<file path="src/rtl/core/tnp_pkg.sv">
// Package for the text number parser: value width and character codes.
// No dependencies; imported by text_number_parser_unit.
`timescale 1ns / 1ps

package tnp_pkg;

    // Accumulator width; the result port is always OUT_BITS wide.
    localparam int VALUE_BITS = 32;
    localparam int OUT_BITS   = 32;
    localparam int CHAR_BITS  = 8;
    localparam int DIGIT_BITS = 4;

    localparam logic [CHAR_BITS-1:0] CH_NUL    = 8'h00;
    localparam logic [CHAR_BITS-1:0] CH_ZERO   = 8'h30;
    localparam logic [CHAR_BITS-1:0] CH_NINE   = 8'h39;
    localparam logic [CHAR_BITS-1:0] CH_UP_A   = 8'h41;
    localparam logic [CHAR_BITS-1:0] CH_UP_B   = 8'h42;
    localparam logic [CHAR_BITS-1:0] CH_UP_F   = 8'h46;
    localparam logic [CHAR_BITS-1:0] CH_UP_X   = 8'h58;
    localparam logic [CHAR_BITS-1:0] CH_LO_A   = 8'h61;
    localparam logic [CHAR_BITS-1:0] CH_LO_B   = 8'h62;
    localparam logic [CHAR_BITS-1:0] CH_LO_F   = 8'h66;
    localparam logic [CHAR_BITS-1:0] CH_LO_X   = 8'h78;

    localparam logic [DIGIT_BITS-1:0] DIGIT_TEN = 4'd10;

endpackage

</file>
<file path="src/rtl/core/text_number_parser_unit.sv">
// Streaming ASCII-to-integer parser with 0x / 0b base prefix; depends on tnp_pkg.
// A terminating byte's result is loaded into the output register.
// Throughput: one character per cycle; the only loop is the registered
// accumulator update (shift-add by the base). Input stalls only while a
// finished result is held stalled in the output register.
// Reset (rst_n, async low): expect a new string, decimal, accumulator zero.
`timescale 1ns / 1ps

module text_number_parser_unit (
    input  logic                            clk,
    input  logic                            rst_n,
    input  logic                            in_valid,
    output logic                            in_stall,
    input  logic [tnp_pkg::CHAR_BITS-1:0]   char_in,
    output logic                            out_valid,
    input  logic                            out_stall,
    output logic [tnp_pkg::OUT_BITS-1:0]    value,
    output logic                            bad_char
);
    import tnp_pkg::*;

    typedef enum logic [1:0] {
        PH_FIRST      = 2'd0,
        PH_AFTER_ZERO = 2'd1,
        PH_DIGITS     = 2'd2,
        PH_DROP       = 2'd3
    } phase_t;

    typedef enum logic [1:0] {
        RX_DEC = 2'd0,
        RX_HEX = 2'd1,
        RX_BIN = 2'd2
    } radix_t;

    phase_t                 phase_reg, phase_next;
    radix_t                 radix_reg, radix_next;
    logic [VALUE_BITS-1:0]  acc_reg, acc_next;
    logic                   out_valid_reg;
    logic [OUT_BITS-1:0]    value_reg;
    logic                   bad_reg;

    logic                   in_accept;
    logic                   is_digit;
    logic [DIGIT_BITS-1:0]  digit;
    logic                   is_prefix;
    radix_t                 prefix_radix;
    logic [VALUE_BITS-1:0]  scaled;
    logic                   emit;
    logic                   emit_bad;

    // Hold the input only while a result sits in the output register and
    // the far side is stalling it.
    assign in_stall  = out_valid_reg && out_stall;
    assign in_accept = in_valid && !in_stall;

    // Character classification.
    always_comb
    begin
        is_digit = 1'b1;
        digit    = '0;
        if (char_in inside {[CH_ZERO:CH_NINE]})
        begin
            digit = DIGIT_BITS'(char_in - CH_ZERO);
        end
        else if (char_in inside {[CH_UP_A:CH_UP_F]})
        begin
            digit = DIGIT_BITS'(char_in - CH_UP_A) + DIGIT_TEN;
        end
        else if (char_in inside {[CH_LO_A:CH_LO_F]})
        begin
            digit = DIGIT_BITS'(char_in - CH_LO_A) + DIGIT_TEN;
        end
        else
        begin
            is_digit = 1'b0;
        end
    end

    // Prefix letter after a leading zero; it wins over the hex digit 'b'.
    always_comb
    begin
        prefix_radix = RX_DEC;
        is_prefix    = 1'b0;
        if (phase_reg == PH_AFTER_ZERO)
        begin
            if (char_in inside {CH_LO_X, CH_UP_X})
            begin
                is_prefix    = 1'b1;
                prefix_radix = RX_HEX;
            end
            else if (char_in inside {CH_LO_B, CH_UP_B})
            begin
                is_prefix    = 1'b1;
                prefix_radix = RX_BIN;
            end
        end
    end

    // acc * base as shifts; unused radix code acts as decimal.
    always_comb
    begin
        case (radix_reg)
            RX_HEX:  scaled = {acc_reg[VALUE_BITS-5:0], 4'b0000};
            RX_BIN:  scaled = {acc_reg[VALUE_BITS-2:0], 1'b0};
            default: scaled = {acc_reg[VALUE_BITS-4:0], 3'b000}
                              + {acc_reg[VALUE_BITS-2:0], 1'b0};
        endcase
    end

    // Next state of the parser for the current character.
    always_comb
    begin
        phase_next = phase_reg;
        radix_next = radix_reg;
        acc_next   = acc_reg;
        emit       = 1'b0;
        emit_bad   = 1'b0;
        case (phase_reg)
            PH_DROP:
            begin
                // Drop everything up to the terminating zero byte.
                if (char_in == CH_NUL)
                begin
                    phase_next = PH_FIRST;
                    radix_next = RX_DEC;
                    acc_next   = '0;
                end
            end
            default:
            begin
                if (is_prefix)
                begin
                    radix_next = prefix_radix;
                    acc_next   = '0;
                    phase_next = PH_DIGITS;
                end
                else if (char_in == CH_NUL)
                begin
                    emit       = 1'b1;
                    phase_next = PH_FIRST;
                    radix_next = RX_DEC;
                    acc_next   = '0;
                end
                else if (!is_digit)
                begin
                    emit       = 1'b1;
                    emit_bad   = 1'b1;
                    phase_next = PH_DROP;
                    radix_next = RX_DEC;
                    acc_next   = '0;
                end
                else if (phase_reg == PH_FIRST)
                begin
                    radix_next = RX_DEC;
                    if (char_in == CH_ZERO)
                    begin
                        acc_next   = '0;
                        phase_next = PH_AFTER_ZERO;
                    end
                    else
                    begin
                        acc_next   = VALUE_BITS'(digit);
                        phase_next = PH_DIGITS;
                    end
                end
                else
                begin
                    acc_next   = scaled + VALUE_BITS'(digit);
                    phase_next = PH_DIGITS;
                end
            end
        endcase
    end

    // Parser state and output register.
    always_ff @(posedge clk or negedge rst_n)
    begin
        if (!rst_n)
        begin
            phase_reg     <= PH_FIRST;
            radix_reg     <= RX_DEC;
            acc_reg       <= '0;
            out_valid_reg <= 1'b0;
            value_reg     <= '0;
            bad_reg       <= 1'b0;
        end
        else
        begin
            if (in_accept)
            begin
                phase_reg <= phase_next;
                radix_reg <= radix_next;
                acc_reg   <= acc_next;
            end
            // Load a new result, otherwise drop a result that was taken.
            if (in_accept && emit)
            begin
                out_valid_reg <= 1'b1;
                value_reg     <= OUT_BITS'(acc_reg);
                bad_reg       <= emit_bad;
            end
            else if (!out_stall)
            begin
                out_valid_reg <= 1'b0;
            end
        end
    end

    assign out_valid = out_valid_reg;
    assign value     = value_reg;
    assign bad_char  = bad_reg;

    // A zero byte outside the dropping phase produces a clean result.
    a_nul_result: assert property (@(posedge clk) disable iff (!rst_n)
        in_accept && (phase_reg != PH_DROP) && (char_in == CH_NUL)
        |=> out_valid && !bad_char)
        else $error("zero byte did not produce a clean result");

    // Bytes in the dropping phase never produce a result.
    a_drop_silent: assert property (@(posedge clk) disable iff (!rst_n)
        in_accept && (phase_reg == PH_DROP) |=> !out_valid)
        else $error("dropped byte produced a result");

    // A pending error result implies the parser is dropping the rest.
    a_bad_drops: assert property (@(posedge clk) disable iff (!rst_n)
        out_valid && bad_char |-> phase_reg == PH_DROP)
        else $error("error result without dropping phase");

endmodule

</file>
<file path="config.mk">
export PLATFORM = sky130hd
export DESIGN_NAME = text_number_parser_unit
export DESIGN_NICKNAME = d
export VERILOG_FILES = /design/src/rtl/core/tnp_pkg.sv /design/src/rtl/core/text_number_parser_unit.sv
export SDC_FILE = /design/constraint.sdc
export NUM_CORES = 1
export LEC_CHECK = 0
export BUFFER_PORTS_ARGS = -buffer_cell sky130_fd_sc_hd__buf_2
export CORE_ASPECT_RATIO = 0.75
export CORE_MARGIN = 2
export CORE_UTILIZATION = 56
export CTS_CLUSTER_DIAMETER = 50
export DETAILED_ROUTE_END_ITERATION = 8
export GPL_TIMING_DRIVEN = 0
export PLACE_DENSITY = 0.78
export SYNTH_ARGS = -nofsm -noshare
export SYNTH_HDL_FRONTEND = slang
export SYNTH_SLANG_ARGS = --single-unit
</file>
<file path="constraint.sdc">
create_clock -name clk -period 4.9 [get_ports clk]
set_clock_uncertainty 0.1 [all_clocks]
set_input_delay 0.735 -clock clk [delete_from_list [all_inputs] [get_ports clk]]
set_output_delay 0.735 -clock clk [all_outputs]
set_load 0.02 [all_outputs]
</file>
==> impl_metrics.py <==
metrics = {
    "grt": {
        "grt_pass1_wl_mm": 29.27,
        "grt_start_max_net_pins": 71,
        "gr-total-overflow": 0,
        "globalRouteTotalUtil_pct": 31.42,
        "grt_pass1_vias": 5625,
        "antenna_found_initial": 0,
    },
    "route": {
        "drtIter0Drc": 528,
        "routedWlPerCell_um": 19.97,
        "vias_per_cell": 6.652,
        "routed_wl_mm": 18.05,
        "drcViolationCount": 0,
        "vias": 6013,
        "first_pass_iters": 5,
        "antenna_left": 0,
    },
    "synthesis": {
        "synth_fp_nets": 758,
        "ys_types": 81,
        "synth-seq-area-share_pct": 28.73,
        "synth_cells": 707,
        "ys.flop_type": "dfrtp_1",
        "synth_edf_count": 0,
        "synth-async-reset-ratio_pct": 100.0,
        "ys_warn_count": 0,
        "synth_area_um2": 6097,
        "synth.avg_cell_area_um2": 8.624,
        "ys_seq_elements": 70,
    },
    "setup_path": {
        "worst_path_max_delay_cell": "or4_4",
        "reg2reg_slack_ps": 320,
        "endpoint": "acc_reg[21]",
        "crit_path_start_kind": "flip-flop",
        "cp_max_fo": 28,
        "rr_startpoint": "radix_reg[0]",
        "required_ps": 5010,
        "cpPeakStageDelay_ps": 510,
        "endpoint_kind": "flip-flop",
        "critPathKind": "flip-flop to flip-flop",
        "startpoint": "radix_reg[0]",
        "r2r_cells": 19,
        "crit_chain": "inv_1, ha_1, buf_2, clkbuf_4, buf_8, buf_4, o21a_1, ha_1, inv_1, fa_1, nor2b_1, o211ai_1, or4_4, nor3_4, nand4_4, buf_12, nor3_1, xor2_1, o21ai_0",
        "cp_data_arrival_time_ps": 4690,
        "worstReg2RegEnd": "acc_reg[21]",
    },
    "sta": {
        "slew-limit-headroom_pct": 38.88,
        "rsz0062_at_grt": "false",
        "fin_setup_tns_ps": 0,
        "setup_viol": 0,
        "fin_crit_ps": 4584,
        "post-route-period-util_pct": 93.56,
        "final-max-slew-violation-count": 0,
        "max_freq_ghz": 0.2181,
        "max_slew.worst_pin.slew_ps": 916.7,
        "hold_viol_final": 0,
    },
    "clocking": {
        "hold_buffers": 0,
        "htree_levels": 3,
        "clk_pin_slew_ps": 60,
        "numCtsBuffers": 9,
        "clk_latency_ps": 350,
        "clock_path_buffers": 2,
        "clock-sinks": 70,
        "cts_tree": "built",
        "clock-root-buffer": "clkbuf_16",
    },
    "die": {
        "die_h_um": 94.37,
        "core_um2": 10450,
        "fp.dieW_um": 124.5,
        "die_area_um2": 11750,
        "initial_utilization_pct": 58.35,
        "core.rowCount": 32,
        "io_pins": 47,
    },
    "placed_design": {
        "gp_congestion": 1.035,
        "dpl_cell_area_um2": 6506,
        "dp_hpwl_mm": 13.43,
        "io_buffer_count": 46,
    },
    "layout": {
        "utilization_pct": 65.71,
        "fin_area_um2": 6867,
        "syn_to_final_growth_pct": 12.62,
        "layout.nets": 814,
        "drive_above_1_share_pct": 20.18,
        "mostFrequentLayoutCells": "nand2_1 (79), dfrtp_1 (70), buf_2 (54), o21ai_0 (50), nor2_1 (47)",
        "final_common_cell": "nand2_1",
        "antenna_cells": 0,
    },
    "status": {
        "status": "finished clean",
    },
    "power_and_ir_drop": {
        "power_leakage_nw": 3.089,
        "power_density_nw_per_um2": 230.0,
        "ir_worst_vdd_uv": 268.3,
    },
    "flow_run": {
        "cap_violations": 0,
    },
    "min_path": {
        "hold_path.class": "flip-flop to flip-flop",
    },
}
-- routing by layer --
layer | track usage [%] | routed length (um) | vias up
li1 | - | - | 2779
met1 | 45.41 | 8343 | 2940
met2 | 48.63 | 7939 | 265
met3 | 5.666 | 1489 | 29
met4 | 8.989 | 279 | 0
met5 | 0 | 0 | -
-- how the worst min path moves through the flow --
stage               startpoint          to  slack, ps  cells past startpoint
CTS                  value[24]   value[24]        400                      1
global placement      value[5]    value[5]        380                      1
detailed placement    value[1]    value[1]        390                      1
global route         value[25]   value[25]        410                      1
floorplan                rst_n  acc_reg[0]        340                      0
finish               value[16]   value[16]        400                      1
-- cell families (layout without fill, tap and decap cells) --
| kind of cell | Yosys count | in the layout | synth area share, % |
|---|---|---|---|
| adders and majority gates | 39 | 39 | 8.249 |
| DFF | 70 | 70 | 28.73 |
| and+or+nand+nor | 231 | 231 | 19.99 |
| xor gates and xnor gates | 40 | 40 | 5.746 |
| muxes | 38 | 38 | 6.916 |
| AOI/OAI and AO/OA | 224 | 224 | 25.55 |
| buffers and inverters | 65 | 126 | 4.822 |
-- worst max-delay path, delay by kind of cell (launching register included) --
kind	cells	cell delay, ps
buf+inv	7	1230
compound gates	3	380
simple gates	5	1380
fa+ha+maj	3	810
xor+xnor	1	150
flops	1	370
-- power by group --
group	switching [W]	internal [W]
Clock	0.000275	0.000396
Sequential	0.0000284	0.000601
Combinational	0.000183	0.0000959
Total	0.000486	0.00109
-- cell type report --
cell class / count / area (um^2)
Inverter: 22 / 82.58
Tap cell: 136 / 170.2
Buffer: 40 / 216.5
Timing Repair Buffer: 48 / 260.3
Clock inverter: 7 / 73.82
Fill cell: 911 / 3583
Sequential cell: 70 / 1752
Clock buffer: 9 / 225.2
Multi-Input combinational cell: 572 / 4086
-- per-stage QoR --
step,setup WS (ps),hold WS (ps),total power (W),cells
after floorplan,240.3,339.4,0.0008181,707
after global placement,-668.6,383.4,0.0009051,889
after detailed placement,-755.1,389.9,0.0009134,889
after CTS,15.59,404.6,0.001582,904
after global routing,10.12,412.1,0.001637,904
final,315.7,397.2,0.001579,904
-- what timing repair did --
| item | 4_1_cts | 5_1_grt |
|---|---|---|
| resized for setup | 5 | 9 |
| pin swaps | 0 | 0 |
| buffers inserted | 0 | 2 |
| setup endpoints to repair | 18 | 10 |
-- synthesized netlist by cell type (15+ instances only) --
cell,instances,area [um^2]
nand2_1,79,296.5
dfrtp_1,70,1752
o21ai_0,50,250.2
nor2_1,47,176.4
a21oi_1,40,200.2
ha_1,37,462.9
mux2_2,33,371.6
inv_1,22,82.58
xnor2_1,22,192.7
xor2_1,18,157.7
clkbuf_1,17,63.81
nand4_1,16,100.1
a22oi_1,15,112.6
No activity file was read; power rests on OpenSTA's default activity.
